## src/rtl/core/rls_pkg.sv

```systemverilog
// ----------------------------------------------------------------------------
// rls_pkg
// Shared types, constants and saturation helpers of the RLS ARX estimator.
// ----------------------------------------------------------------------------
`default_nettype none

package rls_pkg;

    localparam int NUM_COEFS = 4;
    localparam int OPND_W    = 48;
    localparam int PROD_W    = 2 * OPND_W;
    localparam int ACC_W     = PROD_W + 4;
    localparam int DEN_W     = 63;
    localparam int CFG_W     = 47;

    localparam logic [16:0]        LAMBDA_RST   = 17'd64225;
    localparam logic [30:0]        THR_RST      = 31'd1310720;
    localparam logic [15:0]        BURST_RST    = 16'd100;
    localparam logic signed [47:0] COV_DIAG_RST = 48'sd16777216000;
    localparam logic signed [31:0] ONE_Q16      = 32'sd65536;

    typedef logic signed [OPND_W-1:0] t_p48;
    typedef logic signed [PROD_W-1:0] t_prod;
    typedef logic signed [ACC_W-1:0]  t_acc;

    typedef enum logic [1:0] {
        REG_LAMBDA,
        REG_COV_INIT,
        REG_THRESHOLD,
        REG_BURST
    } t_reg_idx;

    typedef enum logic [2:0] {
        OP_NOP,
        OP_LOAD,
        OP_MUL,
        OP_ACC,
        OP_DIV,
        OP_FIN,
        OP_OUT
    } t_op;

    typedef enum logic [2:0] {
        SEL_PRED,
        SEL_V,
        SEL_W,
        SEL_D,
        SEL_K,
        SEL_PK,
        SEL_T
    } t_sel;

    typedef enum logic [2:0] {
        ST_IDLE,
        ST_MUL_GO,
        ST_MUL_WAIT,
        ST_ACC,
        ST_DIV_GO,
        ST_DIV_WAIT,
        ST_FIN,
        ST_OUT
    } t_state;

    typedef struct packed {
        t_op        op;
        t_sel       sel;
        logic [1:0] i;
        logic [1:0] j;
    } t_cmd;

    typedef struct packed {
        logic mul_done;
        logic div_done;
        logic adapt;
        logic out_busy;
    } t_status;

    function automatic t_p48 sat48(input t_acc x);
        if (x[ACC_W-1:47] == '0 || x[ACC_W-1:47] == '1) begin
            return x[47:0];
        end
        return x[ACC_W-1] ? {1'b1, 47'b0} : {1'b0, {47{1'b1}}};
    endfunction

    function automatic logic signed [31:0] sat32(input t_acc x);
        if (x[ACC_W-1:31] == '0 || x[ACC_W-1:31] == '1) begin
            return x[31:0];
        end
        return x[ACC_W-1] ? {1'b1, 31'b0} : {1'b0, {31{1'b1}}};
    endfunction

endpackage

`default_nettype wire

```

## src/rtl/core/rls_ctrl.sv

```systemverilog
// ----------------------------------------------------------------------------
// rls_ctrl
// Estimator sequencer over the shared units: prediction and, if adapting,
// covariance products, gain division, covariance and estimate update.
// ----------------------------------------------------------------------------
`default_nettype none

module rls_ctrl import rls_pkg::*; (
    input  wire logic    i_clk,
    input  wire logic    i_rst_n,
    input  wire logic    i_in_valid,
    output logic         o_in_ready,
    input  wire t_status i_status,
    output t_cmd         o_cmd
);
    t_state     r_state, n_state;
    t_sel       r_sel, n_sel;
    logic [1:0] r_i, n_i;
    logic [1:0] r_j, n_j;

    always_ff @(posedge i_clk) begin
        if (!i_rst_n) begin
            r_state <= ST_IDLE;
            r_sel   <= SEL_PRED;
            r_i     <= '0;
            r_j     <= '0;
        end else begin
            r_state <= n_state;
            r_sel   <= n_sel;
            r_i     <= n_i;
            r_j     <= n_j;
        end
    end

    always_comb begin
        n_state    = r_state;
        n_sel      = r_sel;
        n_i        = r_i;
        n_j        = r_j;
        o_in_ready = 1'b0;
        o_cmd.op   = OP_NOP;
        o_cmd.sel  = r_sel;
        o_cmd.i    = r_i;
        o_cmd.j    = r_j;
        case (r_state)
            ST_IDLE: begin
                o_in_ready = 1'b1;
                if (i_in_valid) begin
                    o_cmd.op = OP_LOAD;
                    n_sel    = SEL_PRED;
                    n_i      = '0;
                    n_j      = '0;
                    n_state  = ST_MUL_GO;
                end
            end
            ST_MUL_GO: begin
                o_cmd.op = OP_MUL;
                n_state  = ST_MUL_WAIT;
            end
            ST_MUL_WAIT: begin
                if (i_status.mul_done) begin
                    if (r_sel == SEL_PK) begin
                        n_state = ST_DIV_GO;
                    end else if (r_sel == SEL_T) begin
                        n_state = ST_FIN;
                    end else begin
                        n_state = ST_ACC;
                    end
                end
            end
            ST_ACC: begin
                o_cmd.op = OP_ACC;
                if (r_j == 2'd3) begin
                    n_state = ST_FIN;
                end else begin
                    n_j     = r_j + 1'b1;
                    n_state = ST_MUL_GO;
                end
            end
            ST_DIV_GO: begin
                o_cmd.op = OP_DIV;
                n_state  = ST_DIV_WAIT;
            end
            ST_DIV_WAIT: begin
                if (i_status.div_done) begin
                    n_state = ST_FIN;
                end
            end
            ST_FIN: begin
                o_cmd.op = OP_FIN;
                n_j      = '0;
                n_state  = ST_MUL_GO;
                case (r_sel)
                    SEL_PRED: begin
                        if (i_status.adapt) begin
                            n_sel = SEL_V;
                            n_i   = '0;
                        end else begin
                            n_state = ST_OUT;
                        end
                    end
                    SEL_V: begin
                        n_i = r_i + 1'b1;
                        if (r_i == 2'd3) begin
                            n_sel = SEL_W;
                        end
                    end
                    SEL_W: begin
                        n_i = r_i + 1'b1;
                        if (r_i == 2'd3) begin
                            n_sel = SEL_D;
                        end
                    end
                    SEL_D: begin
                        n_sel   = SEL_K;
                        n_i     = '0;
                        n_state = ST_DIV_GO;
                    end
                    SEL_K: begin
                        n_i = r_i + 1'b1;
                        if (r_i == 2'd3) begin
                            n_sel = SEL_PK;
                        end else begin
                            n_state = ST_DIV_GO;
                        end
                    end
                    SEL_PK: begin
                        n_j = r_j + 1'b1;
                        if (r_j == 2'd3) begin
                            n_i = r_i + 1'b1;
                            if (r_i == 2'd3) begin
                                n_sel = SEL_T;
                            end
                        end
                    end
                    SEL_T: begin
                        n_i = r_i + 1'b1;
                        if (r_i == 2'd3) begin
                            n_state = ST_OUT;
                        end
                    end
                    default: n_state = ST_IDLE;
                endcase
            end
            ST_OUT: begin
                if (!i_status.out_busy) begin
                    o_cmd.op = OP_OUT;
                    n_state  = ST_IDLE;
                end
            end
            default: n_state = ST_IDLE;
        endcase
    end

endmodule

`default_nettype wire

```

## config.mk

```make
export PLATFORM = sky130hd
export DESIGN_NAME = rls_ctrl
export DESIGN_NICKNAME = d
export VERILOG_FILES = /design/src/rtl/core/rls_pkg.sv /design/src/rtl/core/rls_ctrl.sv
export SDC_FILE = /design/constraint.sdc
export NUM_CORES = 1
export LEC_CHECK = 0
export BUFFER_PORTS_ARGS = -buffer_cell sky130_fd_sc_hd__buf_2
export CAP_MARGIN = 30
export CORE_MARGIN = 3
export CORE_UTILIZATION = 58
export DETAILED_ROUTE_END_ITERATION = 7
export GPL_TIMING_DRIVEN = 0
export PLACE_DENSITY = 0.84
export SKIP_CTS_REPAIR_TIMING = 1
export SLEW_MARGIN = 40
export SYNTH_ARGS = -nofsm -noshare
export SYNTH_HDL_FRONTEND = slang
export SYNTH_SLANG_ARGS = --single-unit
```

## constraint.sdc

```tcl
create_clock -name i_clk -period 5.8 [get_ports i_clk]
set_input_delay 0.29 -clock i_clk [delete_from_list [all_inputs] [get_ports i_clk]]
set_output_delay 0.29 -clock i_clk [all_outputs]
set_load 0.02 [all_outputs]
```

; ---- Word-level counts from Yosys, hierarchy flattened
; Index checks and enable logic that the tools add are counted.
; Widths: inputs -> output; s select.
[word_totals]
regBits = 10
input_bits = 7
out_inout_bits = 11
word_cells = 77
[classes]
n_addsub = 2
n_eq_ne = 28
n_mux = 33
reduce_logical = 10
[op_table]
columns = op, n
row1 = $mux 3, 18
row2 = $pmux 3 s6, 2
row3 = $pmux 3 s8, 1
row4 = $eq 3x3->1 const B, 7
row5 = $ne 3x3->1 const B, 6
row6 = $pmux 3 s5, 1
row7 = $eq 3x2->1 const B, 4
row8 = $mux 2, 5
row9 = $ne 2x2->1 const B, 5
row10 = $reduce_and 9->1, 1
row11 = $pmux 2 s4, 1
row12 = $ne 7x2->1 const B, 1
row13 = $eq 3x1->1 const B, 2
row14 = $logic_not 3->1, 2
row15 = $pmux 2 s3, 1
row16 = $pmux 3 s2, 1
row17 = $ne 5x3->1 const B, 1
row18 = $reduce_and 5->1, 1
row19 = $add 2x1->2 const B, 2
row20 = $eq 2x2->1 const B, 2
row21 = $pmux 2 s2, 1
row22 = $reduce_and 4->1, 1
row23 = $reduce_or 4->1, 1
row24 = $reduce_and 3->1, 1
row25 = other kinds (4), 5

; ---- Logic depth before layout (Yosys ltp)
[depth]
word_depth = 5
ltp_mapped = 8
depth_no_buf = 6

; ---- Least setup slack after synthesis
; No wires, ideal clock.
[synth_path]
path_type = register -> register
startpoint = register r_sel[2]
endpoint = register r_sel[1]
setup_ps = 73
t_arrival_ps = 1954
t_required_ps = 5727
setup_slack_ps = 3773
stages_incl_launch_ff = 9
path_buffers = 2
period_less_slack_ps = 2027
path_cell_list = dfxtp_1 buf_2 buf_1 inv_1 ha_1 o21bai_1 o32ai_1 a2111o_1 o211ai_2
[synth_between]
elab_chain_len = 3
word_cells_on_any_way = 16
classes_between = 12 x eq/ne / 2 x mux / 2 x reduce/logical
[synth_rtl]
columns = item, line_no
row1 = "start, declared", rls_ctrl.sv:17  ; t_sel r_sel, n_sel;
row2 = "start signal, assigned", rls_ctrl.sv:29  ; r_sel <= n_sel;
row3 = $eq 3x3->1 (tied with other cells), rls_ctrl.sv:93  ; case (r_sel)
row4 = $ne 7x2->1 (no line) (tied with other cells), -
row5 = $reduce_and 9->1 (no line) or $pmux 3 s2 (tied branches), -
; Several ways; a longest one is shown, not always the timed one.
; A chain may end at the register's enable or synchronous reset.

; ---- Worst setup path after layout
; Same ends and word-level chain as after synthesis.

==> results.yml <==
outcome:
  status: "complete, no violations"
placement:
  detailed_place.area_mm2: 0.00108
  place_congestion: 0.905
  dp_hpwl_mm: 1.86
  io_buffers: 16
  placedCellCount: 160
  pre_cts_ws_ns: 3.65
sta:
  slew_viol_final: 0
  tightestPinTransition_ns: 0.652
  fmax_ghz: 0.452
  rsz0062_at_grt: "no"
  final.setup_skew_ns: 0.00484
  whs_ns: 0.399
  post-route-period-util_pct: 38.1
  finalHoldViolCount: 0
  timing.final.ws_setup_ns: 3.59
  setup-violations-final: 0
  finalCriticalPeriod_ns: 2.21
  max_slew_margin_pct: 56.4
  tns_ns: 0
hold_path:
  hold_path_class: "primary input to flip-flop"
  holdPathEnd: "r_state[1]$_SDFFE_PN0P_"
  hold_depth: 4
  min-delay-start: "i_status[2]"
pwr:
  seqPwrFrac_pct: 41.5
  vdd_ir_drop_max_v: 0.000158
  p_per_area_mw_per_mm2: 157
  total_power_mw: 0.175
  switchingPower_mw: 0.0525
  p_sw_share_pct: 30.0
  p_int_mw: 0.123
  combPwrFrac_pct: 21.8
  leakage_nw: 0.450
  p_clk_share_pct: 36.7
route:
  vias: 1063
  routed_wl_mm: 2.44
  drt_iter0_markers: 33
  routed_via_density: 6.48
  routedWlPerCell_um: 14.9
  drc: 0
  ant_nets: 0
  drtPass1Iterations: 4
synthesis:
  synth_top_cell_by_area: "dfxtp_1"
  synth_area_um2: 976
  syn_inst: 128
  ys_types: 44
  synthXorXnorAreaFrac_pct: 0.897
  synthTopCellsByArea: "dfxtp_1, a21oi_1, ha_1"
  synth_nets: 139
  ys_ff_latch: 10
  synth_fa_ha_area_share_pct: 5.13
  yosys_most_used_dff: "dfxtp_1"
  muxShareOfSynthArea_pct: 4.23
  yosysMostFrequentCell: "a21oi_1"
  synth_edf_count: 0
  synthSimpleGateAreaFrac_pct: 27.7
  yosysWarnings: 0
  synth_top_area_share_pct: 20.5
  synth_compound_area_share_pct: 33.2
  synth_top_family_by_area: "compound AO/OA/AOI/OAI gates"
  yosysSeqAreaShare_pct: 20.5
  ys_top_cells_by_count: "a21oi_1, dfxtp_1, nand2_1, nor3_1, o21ai_0"
  avgSynthCellArea_um2: 7.62
  synth-async-reset-ratio_pct: 0
worst_setup_path:
  arrival_ns: 2.42
  cp_slowest_cell: "dfxtp_1"
  reg2reg_slack_ns: 3.59
  path_delay_family: "compound AO/OA/AOI/OAI gates"
  r2r_cells: 8
  endpoint_kind: "flip-flop"
  crit_type: "flip-flop to flip-flop"
  critPathBufInv: 3
  cp.required_ns: 6.00
  worstReg2RegStart: "r_sel[2]$_SDFFE_PN0P_"
  cp_max_fo: 10
  cp-start-kind: "flip-flop"
  crit_chain: "buf_2, buf_1, inv_1, ha_1, o21bai_1, o32ai_1, a2111o_1, o211ai_2"
  max_stage_delay_ns: 0.42
  reg2reg_to: "r_sel[1]$_SDFFE_PN0P_"
layout:
  multi_input_comb_area_um2: 694
  fin_util_pct: 72.2
  area_growth_pct: 14.0
  n_antenna_cell: 0
  final-seq-area_um2: 200
  fin_nets: 160
  fillers: 133
  layout-drive-gt1-share_pct: 20.3
  final_cells: 164
  postLayoutCellArea_mm2: 0.00111
clock_network:
  clk_latency_ns: 0.28
  clock_path_buffers: 2
  cts.clk_slew.worst_paths_ns: 0.07
  cts_root_buf: "clkbuf_4"
  h-tree-depth: 1
  cts_made_buffers: 3
  clock-sinks: 10
  cts_tree: "yes"
global_route:
  antenna_found_initial: 0
  grt_overflow_total: 0
  grt_use_total_pct: 25.2
  grt_max_degree: 11
  grt_pass1_vias: 966
  grt_pass1_wl_mm: 4.09
die:
  io_pins: 18
  chipHeight_um: 47.0
  fp-row-count: 14
  core_mm2: 0.00154
  initial_core_util_pct: 63.3
  fp.dieW_um: 47.0
  dieArea_mm2: 0.00221
flow_run:
  cap_violations: 0
==> state kept, by name, indices dropped and copies added, names as in the netlist <==
register  flops
r_i           2
r_j           2
r_sel         3
r_state       3
==> power by group through the flow <==
| stage | clock network (mW) | registers (mW) | logic, mW |
|---|---|---|---|
| after floorplan | 0 | 0.0737 | 0.0268 |
| after global placement | 0 | 0.0739 | 0.0369 |
| after detailed placement | 0 | 0.0742 | 0.0376 |
| after CTS | 0.0662 | 0.0725 | 0.0378 |
| after global routing | 0.0687 | 0.0729 | 0.0423 |
| final | 0.0642 | 0.0726 | 0.0382 |
==> layout by cell type, fill, tap and decap left out, types with 4 or more instances in the layout <==
cell / Yosys / layout
nor3b_1: 4 / 4
nand2b_1: 4 / 4
a21oi_1: 12 / 12
nand4_1: 4 / 4
inv_1: 6 / 6
ha_1: 4 / 4
clkbuf_1: 5 / 5
dfxtp_1: 10 / 10
o21ai_0: 7 / 7
nor3_1: 7 / 7
nor2_1: 5 / 5
nor2b_1: 4 / 4
nand2_1: 7 / 7
buf_2: 2 / 18
==> worst max path at each step <==
| stage | to | depth (start not counted) | from |
|---|---|---|---|
| 2_1_floorplan | r_sel[1]$_SDFFE_PN0P_ | 8 | r_sel[2]$_SDFFE_PN0P_ |
| 3_3_place_gp | r_sel[1]$_SDFFE_PN0P_ | 8 | r_sel[2]$_SDFFE_PN0P_ |
| 3_5_place_dp | r_sel[1]$_SDFFE_PN0P_ | 8 | r_sel[2]$_SDFFE_PN0P_ |
| 4_1_cts | r_sel[1]$_SDFFE_PN0P_ | 8 | r_sel[2]$_SDFFE_PN0P_ |
| 5_1_grt | r_sel[1]$_SDFFE_PN0P_ | 8 | r_sel[2]$_SDFFE_PN0P_ |
| 6_report | r_sel[1]$_SDFFE_PN0P_ | 8 | r_sel[2]$_SDFFE_PN0P_ |
==> layer usage <==
metal	global-route usage, %	part of all wire [%]	vias up
li1	-	-	528
met1	31.7	43	483
met2	40.7	48	40
met3	6.90	6.0	12
met4	9.94	2.9	0
met5	0	0	-
==> final cells by class <==
| type | instances | area share, % |
|---|---|---|
| buffer | 12 | 5.29 |
| clock buffer | 4 | 3.26 |
| inverter | 6 | 2.02 |
| multi-input combinational | 100 | 62.4 |
| sequential | 10 | 18.0 |
| tap | 16 | 1.80 |
| timing repair buffer | 16 | 7.20 |
==> logic make-up (layout without fill, tap and decap cells) <==
family / after synthesis / count (layout)
and+or+nand+nor: 46 / 46
DFF: 10 / 10
muxes: 4 / 4
buffers and inverters: 18 / 38
AOI/OAI and AO/OA: 45 / 45
xor gates and xnor gates: 1 / 1
adders and majority gates: 4 / 4
==> worst min-delay path: cells and delay by family <==
kind            cells  cell delay [ns]
compound gates      1             0.17
buf+inv             1             0.07
simple gates        2             0.11
(Power assumes the default switching activity.)
